## src/sv/pbsa_pkg.sv

```systemverilog
// ----------------------------------------------------------------------------
// pbsa_pkg
// Shared widths, codes and types for the paged bitmap slot allocator.
// ----------------------------------------------------------------------------
package pbsa_pkg;

    localparam int SLOTS_PER_PAGE = 1024;
    localparam int MAX_PAGES      = 8;
    localparam int WORD_W         = 64;
    localparam int WORDS_PER_PAGE = SLOTS_PER_PAGE / WORD_W;
    localparam int PAGE_W         = 3;
    localparam int SLOT_W         = 10;
    localparam int WORD_IDX_W     = 4;
    localparam int BIT_IDX_W      = 6;
    localparam int ADDR_W         = PAGE_W + WORD_IDX_W;
    localparam int MEM_DEPTH      = MAX_PAGES * WORDS_PER_PAGE;
    localparam int PCNT_W         = 4;
    localparam int COUNT_W        = 14;
    localparam int STATUS_W       = 2;
    localparam int UPC_W          = 5;

    localparam logic [PCNT_W-1:0] PAGE_LIMIT_RESET = 4'd8;

    localparam logic [STATUS_W-1:0] STATUS_OK       = 2'd0;
    localparam logic [STATUS_W-1:0] STATUS_NOMEM    = 2'd1;
    localparam logic [STATUS_W-1:0] STATUS_BAD_FREE = 2'd2;

    localparam logic OP_ALLOC = 1'b0;
    localparam logic OP_FREE  = 1'b1;

    typedef logic [3:0] act_t;

    localparam act_t ACT_NONE        = 4'd0;
    localparam act_t ACT_LATCH       = 4'd1;
    localparam act_t ACT_OPEN_START  = 4'd2;
    localparam act_t ACT_FILL        = 4'd3;
    localparam act_t ACT_OPEN_COMMIT = 4'd4;
    localparam act_t ACT_PICK        = 4'd5;
    localparam act_t ACT_READ        = 4'd6;
    localparam act_t ACT_TAKE        = 4'd7;
    localparam act_t ACT_SET_NOMEM   = 4'd8;
    localparam act_t ACT_FREE_ADDR   = 4'd9;
    localparam act_t ACT_FREE_SET    = 4'd10;
    localparam act_t ACT_SET_BADFREE = 4'd11;
    localparam act_t ACT_EMIT        = 4'd12;

    typedef logic [3:0] cond_t;

    localparam cond_t COND_NEVER        = 4'd0;
    localparam cond_t COND_ALWAYS       = 4'd1;
    localparam cond_t COND_IN_VALID     = 4'd2;
    localparam cond_t COND_IS_FREE      = 4'd3;
    localparam cond_t COND_COUNT_NZ     = 4'd4;
    localparam cond_t COND_CANNOT_OPEN  = 4'd5;
    localparam cond_t COND_FILL_MORE    = 4'd6;
    localparam cond_t COND_NOT_FOUND    = 4'd7;
    localparam cond_t COND_BAD_PAGE     = 4'd8;
    localparam cond_t COND_ALREADY_FREE = 4'd9;
    localparam cond_t COND_OUT_FREE     = 4'd10;

    typedef struct packed {
        act_t act;
    } ctrl_t;

    typedef struct packed {
        logic in_valid;
        logic is_free;
        logic count_nz;
        logic cannot_open;
        logic fill_more;
        logic not_found;
        logic bad_page;
        logic already_free;
        logic out_free;
    } flags_t;

    typedef struct packed {
        act_t             act;
        cond_t            cond;
        logic [UPC_W-1:0] target;
        logic             hold;
    } uword_t;

endpackage

```

## src/sv/pbsa_sequencer.sv

```systemverilog
// ----------------------------------------------------------------------------
// pbsa_sequencer
// Step counter and control store; one control word per step with a
// conditional jump, a hold bit and a datapath action.
// ----------------------------------------------------------------------------
module pbsa_sequencer
(
    input  logic            clk,
    input  logic            rst_n,
    input  pbsa_pkg::flags_t flags,
    output pbsa_pkg::ctrl_t  ctrl
);
    import pbsa_pkg::*;

    localparam logic [UPC_W-1:0] ST_WAIT      = 5'd0;
    localparam logic [UPC_W-1:0] ST_DISPATCH  = 5'd1;
    localparam logic [UPC_W-1:0] ST_ALLOC     = 5'd2;
    localparam logic [UPC_W-1:0] ST_LIMIT     = 5'd3;
    localparam logic [UPC_W-1:0] ST_OPEN_INIT = 5'd4;
    localparam logic [UPC_W-1:0] ST_OPEN_FILL = 5'd5;
    localparam logic [UPC_W-1:0] ST_OPEN_DONE = 5'd6;
    localparam logic [UPC_W-1:0] ST_PICK      = 5'd7;
    localparam logic [UPC_W-1:0] ST_READ      = 5'd8;
    localparam logic [UPC_W-1:0] ST_TAKE      = 5'd9;
    localparam logic [UPC_W-1:0] ST_NOMEM     = 5'd10;
    localparam logic [UPC_W-1:0] ST_FREE_ADDR = 5'd11;
    localparam logic [UPC_W-1:0] ST_FREE_READ = 5'd12;
    localparam logic [UPC_W-1:0] ST_FREE_TEST = 5'd13;
    localparam logic [UPC_W-1:0] ST_FREE_SET  = 5'd14;
    localparam logic [UPC_W-1:0] ST_BADFREE   = 5'd15;
    localparam logic [UPC_W-1:0] ST_FINISH    = 5'd16;

    function automatic uword_t ucode(input logic [UPC_W-1:0] pc);
        uword_t w;
        w = '{act: ACT_NONE, cond: COND_ALWAYS, target: ST_WAIT, hold: 1'b0};
        case (pc)
            ST_WAIT:      w = '{ACT_LATCH,       COND_IN_VALID,     ST_DISPATCH,  1'b1};
            ST_DISPATCH:  w = '{ACT_NONE,        COND_IS_FREE,      ST_FREE_ADDR, 1'b0};
            ST_ALLOC:     w = '{ACT_NONE,        COND_COUNT_NZ,     ST_PICK,      1'b0};
            ST_LIMIT:     w = '{ACT_NONE,        COND_CANNOT_OPEN,  ST_NOMEM,     1'b0};
            ST_OPEN_INIT: w = '{ACT_OPEN_START,  COND_NEVER,        ST_WAIT,      1'b0};
            ST_OPEN_FILL: w = '{ACT_FILL,        COND_FILL_MORE,    ST_OPEN_FILL, 1'b0};
            ST_OPEN_DONE: w = '{ACT_OPEN_COMMIT, COND_NEVER,        ST_WAIT,      1'b0};
            ST_PICK:      w = '{ACT_PICK,        COND_NOT_FOUND,    ST_NOMEM,     1'b0};
            ST_READ:      w = '{ACT_READ,        COND_NEVER,        ST_WAIT,      1'b0};
            ST_TAKE:      w = '{ACT_TAKE,        COND_ALWAYS,       ST_FINISH,    1'b0};
            ST_NOMEM:     w = '{ACT_SET_NOMEM,   COND_ALWAYS,       ST_FINISH,    1'b0};
            ST_FREE_ADDR: w = '{ACT_FREE_ADDR,   COND_BAD_PAGE,     ST_BADFREE,   1'b0};
            ST_FREE_READ: w = '{ACT_READ,        COND_NEVER,        ST_WAIT,      1'b0};
            ST_FREE_TEST: w = '{ACT_NONE,        COND_ALREADY_FREE, ST_BADFREE,   1'b0};
            ST_FREE_SET:  w = '{ACT_FREE_SET,    COND_ALWAYS,       ST_FINISH,    1'b0};
            ST_BADFREE:   w = '{ACT_SET_BADFREE, COND_NEVER,        ST_WAIT,      1'b0};
            ST_FINISH:    w = '{ACT_EMIT,        COND_OUT_FREE,     ST_WAIT,      1'b1};
            default:      w = '{ACT_NONE,        COND_ALWAYS,       ST_WAIT,      1'b0};
        endcase
        return w;
    endfunction

    logic [UPC_W-1:0] upc_reg;
    logic [UPC_W-1:0] upc_next;
    uword_t           uw;
    logic             taken;

    always_comb
    begin
        uw = ucode(upc_reg);
        case (uw.cond)
            COND_NEVER:        taken = 1'b0;
            COND_ALWAYS:       taken = 1'b1;
            COND_IN_VALID:     taken = flags.in_valid;
            COND_IS_FREE:      taken = flags.is_free;
            COND_COUNT_NZ:     taken = flags.count_nz;
            COND_CANNOT_OPEN:  taken = flags.cannot_open;
            COND_FILL_MORE:    taken = flags.fill_more;
            COND_NOT_FOUND:    taken = flags.not_found;
            COND_BAD_PAGE:     taken = flags.bad_page;
            COND_ALREADY_FREE: taken = flags.already_free;
            COND_OUT_FREE:     taken = flags.out_free;
            default:           taken = 1'b0;
        endcase
        if (taken)
        begin
            upc_next = uw.target;
        end
        else if (uw.hold)
        begin
            upc_next = upc_reg;
        end
        else
        begin
            upc_next = upc_reg + 1'b1;
        end
        ctrl.act = uw.act;
    end

    always_ff @(posedge clk or negedge rst_n)
    begin
        if (!rst_n)
        begin
            upc_reg <= ST_WAIT;
        end
        else
        begin
            upc_reg <= upc_next;
        end
    end

endmodule

```

## config.mk

```make
export PLATFORM = sky130hd
export DESIGN_NAME = pbsa_sequencer
export DESIGN_NICKNAME = d
export VERILOG_FILES = /design/src/sv/pbsa_pkg.sv /design/src/sv/pbsa_sequencer.sv
export SDC_FILE = /design/constraint.sdc
export NUM_CORES = 1
export LEC_CHECK = 0
export ABC_AREA = 0
export BUFFER_PORTS_ARGS = -buffer_cell sky130_fd_sc_hd__buf_4
export CORE_MARGIN = 2
export CORE_UTILIZATION = 29
export DETAILED_ROUTE_END_ITERATION = 10
export GPL_TIMING_DRIVEN = 0
export SLEW_MARGIN = 20
export SYNTH_ARGS = -nofsm -noshare
export SYNTH_HDL_FRONTEND = slang
export SYNTH_SLANG_ARGS = --single-unit
export TNS_END_PERCENT = 30
```

## constraint.sdc

```tcl
create_clock -name clk -period 2.5 [get_ports clk]
set_input_delay 0.5 -clock clk [delete_from_list [all_inputs] [get_ports clk]]
set_output_delay 0.5 -clock clk [all_outputs]
set_load 0.01 [all_outputs]
```

==> flow_metrics.py <==
metrics = {
    "outcome": {
        "status": "finished, final reports clean",
    },
    "layout": {
        "instances_no_fill": 151,
        "multi_input_area_um2": 626,
        "register_area_um2": 126,
        "largest_reg_flops": 5,
        "nFillCells": 279,
        "postLayoutCellArea_um2": 1030,
        "antenna_cells": 0,
        "syn_to_final_growth_pct": 30.6,
        "drive_gt1_frac": 0.322,
        "final_nets": 138,
    },
    "timing": {
        "maxSlewHeadroom": 0.702,
        "hold_ws_ps": 55.0,
        "post-route-period-util": 0.967,
        "fmax_mhz": 414,
        "slew_viol_final": 0,
        "setup_viol_count_final": 0,
        "worst_pin_slew_ps": 440,
        "fin_ws_ps": 82.8,
        "hold_viol_final": 0,
        "skew_ps": 2.22,
        "period_needed_ps": 2420,
    },
    "worst_setup_path": {
        "cp-end-kind": "flip-flop",
        "path_class": "flip-flop to flip-flop",
        "worstPathArrival_ps": 2530,
        "r2r-start": "upc_reg[0]",
        "max_stage_delay_ps": 400,
        "critPathLaunchType": "flip-flop",
        "r2r_end": "upc_reg[3]",
        "r2r_cells": 9,
        "path_max_fanout": 9,
        "path_cells": "buf_6 -> clkinvlp_4 -> ha_4 -> o22ai_4 -> mux2i_1 -> o21a_1 -> a311oi_4 -> buf_4 -> mux2_2",
        "r2r_slack_ps": 80,
        "required_ps": 2620,
        "slowest_stage": "dfrtp_1",
    },
    "placement": {
        "dp_hpwl_mm": 1.56,
        "placed_area_um2": 935,
        "dp.cells": 141,
        "pre_cts_ws_ps": -94.0,
        "io_buffer_count": 14,
        "place.gp.congestion": 0.836,
    },
    "yosys": {
        "postSynthCellCount": 97,
        "syn_nets": 113,
        "avgSynthCellArea_um2": 8.17,
        "synth_seq_area_share": 0.158,
        "synth-main-ff-cell": "dfrtp_1",
        "syn-cell-area_um2": 792,
        "ys_ff_latch": 5,
        "async_flop_share": 1.00,
        "synth.distinct_cells": 41,
        "synth_edf_count": 0,
        "yosysWarnings": 0,
    },
    "detailed_routing": {
        "dr.pass1.iters": 4,
        "antenna_left": 0,
        "viasPerCell": 5.19,
        "routedWlPerCell_um": 13.8,
        "dr.first_iter.drc_count": 11,
        "drt-total-wl_mm": 2.08,
        "vias": 784,
        "drc_errors": 0,
    },
    "die": {
        "dieArea_um2": 3170,
        "initial_core_util": 0.314,
        "core_um2": 2520,
        "ios": 15,
        "row_count": 18,
        "die_height_um": 56.3,
        "dieWidth_um": 56.3,
    },
    "grt": {
        "grtUsageTotal": 0.134,
        "antenna_found_initial": 0,
        "first_global_vias": 781,
        "grt_remaining_overflow": 0,
        "grt_max_degree": 11,
        "grt_pass1_wl_mm": 3.52,
    },
    "job": {
        "cap_violations": 0,
    },
    "power_and_ir_drop": {
        "power_mw": 1.64,
        "powerDensity_nw_per_um2": 1590,
        "vdd_drop_max_mv": 0.695,
        "p_leak_nw": 0.448,
    },
    "clock_tree": {
        "clk_path_buf_depth": 2,
        "cts_tree": "built",
        "root_buffer": "clkbuf_4",
        "numClockSinks": 5,
        "numCtsBuffers": 3,
        "cts_max_level": 1,
        "cts.clk_slew.worst_paths_ps": 40,
        "insertion_delay_ps": 240,
    },
    "hold_path": {
        "min_path_type": "input port to asynchronous set/reset pin",
    },
}
area by class of cell:
cell class	count	area share
Sequential cell	5	0.122
Multi-Input combinational cell	81	0.605
Tap cell	30	0.0363
Clock buffer	4	0.0254
Buffer	7	0.0484
Timing Repair Buffer	20	0.145
Inverter	4	0.0181
metal layers:
layer / share of wire / wire length [µm] / vias up / GRT usage
met1: 0.49 / 1020 / 360 / 0.188
met4: 0 / 0 / 0 / 0.0408
li1: - / - / 407 / -
met3: 0.037 / 77 / 0 / 0.0138
met2: 0.47 / 978 / 17 / 0.217
met5: 0 / 0 / - / 0
cells in the mapped netlist (all sizes together), types with 3 or more instances:
master  instances  share of area
a21oi           4          0.025
buf             5          0.046
dfrtp           5           0.16
ha              5          0.079
inv             4          0.019
mux2            4          0.057
mux2i           4          0.051
nand2          13          0.062
nand3           3          0.019
nor2            7          0.033
nor2b           4          0.032
o21ai           5          0.032
o21bai          3          0.028
cell usage in the layout, fill, tap and decap left out, types with 2 or more instances in the layout:
master	Yosys	layout
o21ai_0	5	5
ha_1	5	3
a22oi_1	2	2
a21boi_0	2	2
clkbuf_1	2	3
clkbuf_4	0	3
a21oi_1	4	4
xnor2_1	2	2
nand3_1	3	3
buf_6	2	3
nor2b_1	4	4
inv_1	4	3
o21bai_1	3	3
dfrtp_1	5	4
o311a_1	2	2
mux2_2	4	4
mux2i_1	4	4
nor2_1	7	7
nand2_1	13	12
buf_4	0	20
power breakdown:
part	internal, mW	switching [mW]	leakage (nW)
combinational	0.696	0.700	0.371
sequential	0.124	0.0334	0.0616
clock	0.0601	0.0295	0.0150
total	0.881	0.763	0.448
critical path, delay by kind of cell (launching register included):
| family | cells | cell delay, ps |
|---|---|---|
| AOI/OAI and AO/OA | 3 | 670 |
| DFF | 1 | 400 |
| muxes | 2 | 440 |
| buffers and inverters | 3 | 500 |
| adders and majority gates | 1 | 280 |
worst max path at each step:
stage	startpoint	to	slack [ps]	depth (start not counted)
after CTS	upc_reg[1]	upc_reg[3]	10	8
after detailed placement	upc_reg[0]	upc_reg[3]	-90	9
after global placement	upc_reg[0]	upc_reg[3]	-90	9
final	upc_reg[0]	upc_reg[3]	80	9
after global routing	upc_reg[0]	upc_reg[0]	-20	10
after floorplan	upc_reg[0]	upc_reg[0]	210	8
what timing repair did:
item / 4_1_cts / 5_1_grt
hold buffers: 0 / 0
buffers inserted: 1 / 5
hold endpoints to repair: 0 / 0
pin swaps: 1 / 0
endpoints found under the setup margin: 3 / 6
gates resized for setup: 3 / 4
metrics by stage:
step	util	setup TNS, ps
final	0.410	0
after global routing	0.410	-37.3
after CTS	0.391	0
after detailed placement	0.371	-274
after global placement	0.371	-257
after floorplan	-	0
kinds of logic (layout without fill, tap and decap cells):
group | Yosys count | count (layout) | share of synthesized area
and+or+nand+nor | 34 | 34 | 0.207
AOI/OAI and AO/OA | 31 | 31 | 0.341
buffers and inverters | 11 | 35 | 0.0742
muxes | 8 | 8 | 0.107
adders and majority gates | 5 | 5 | 0.0790
DFF | 5 | 5 | 0.158
xor gates and xnor gates | 3 | 3 | 0.0332
(Power assumes the default switching activity.)
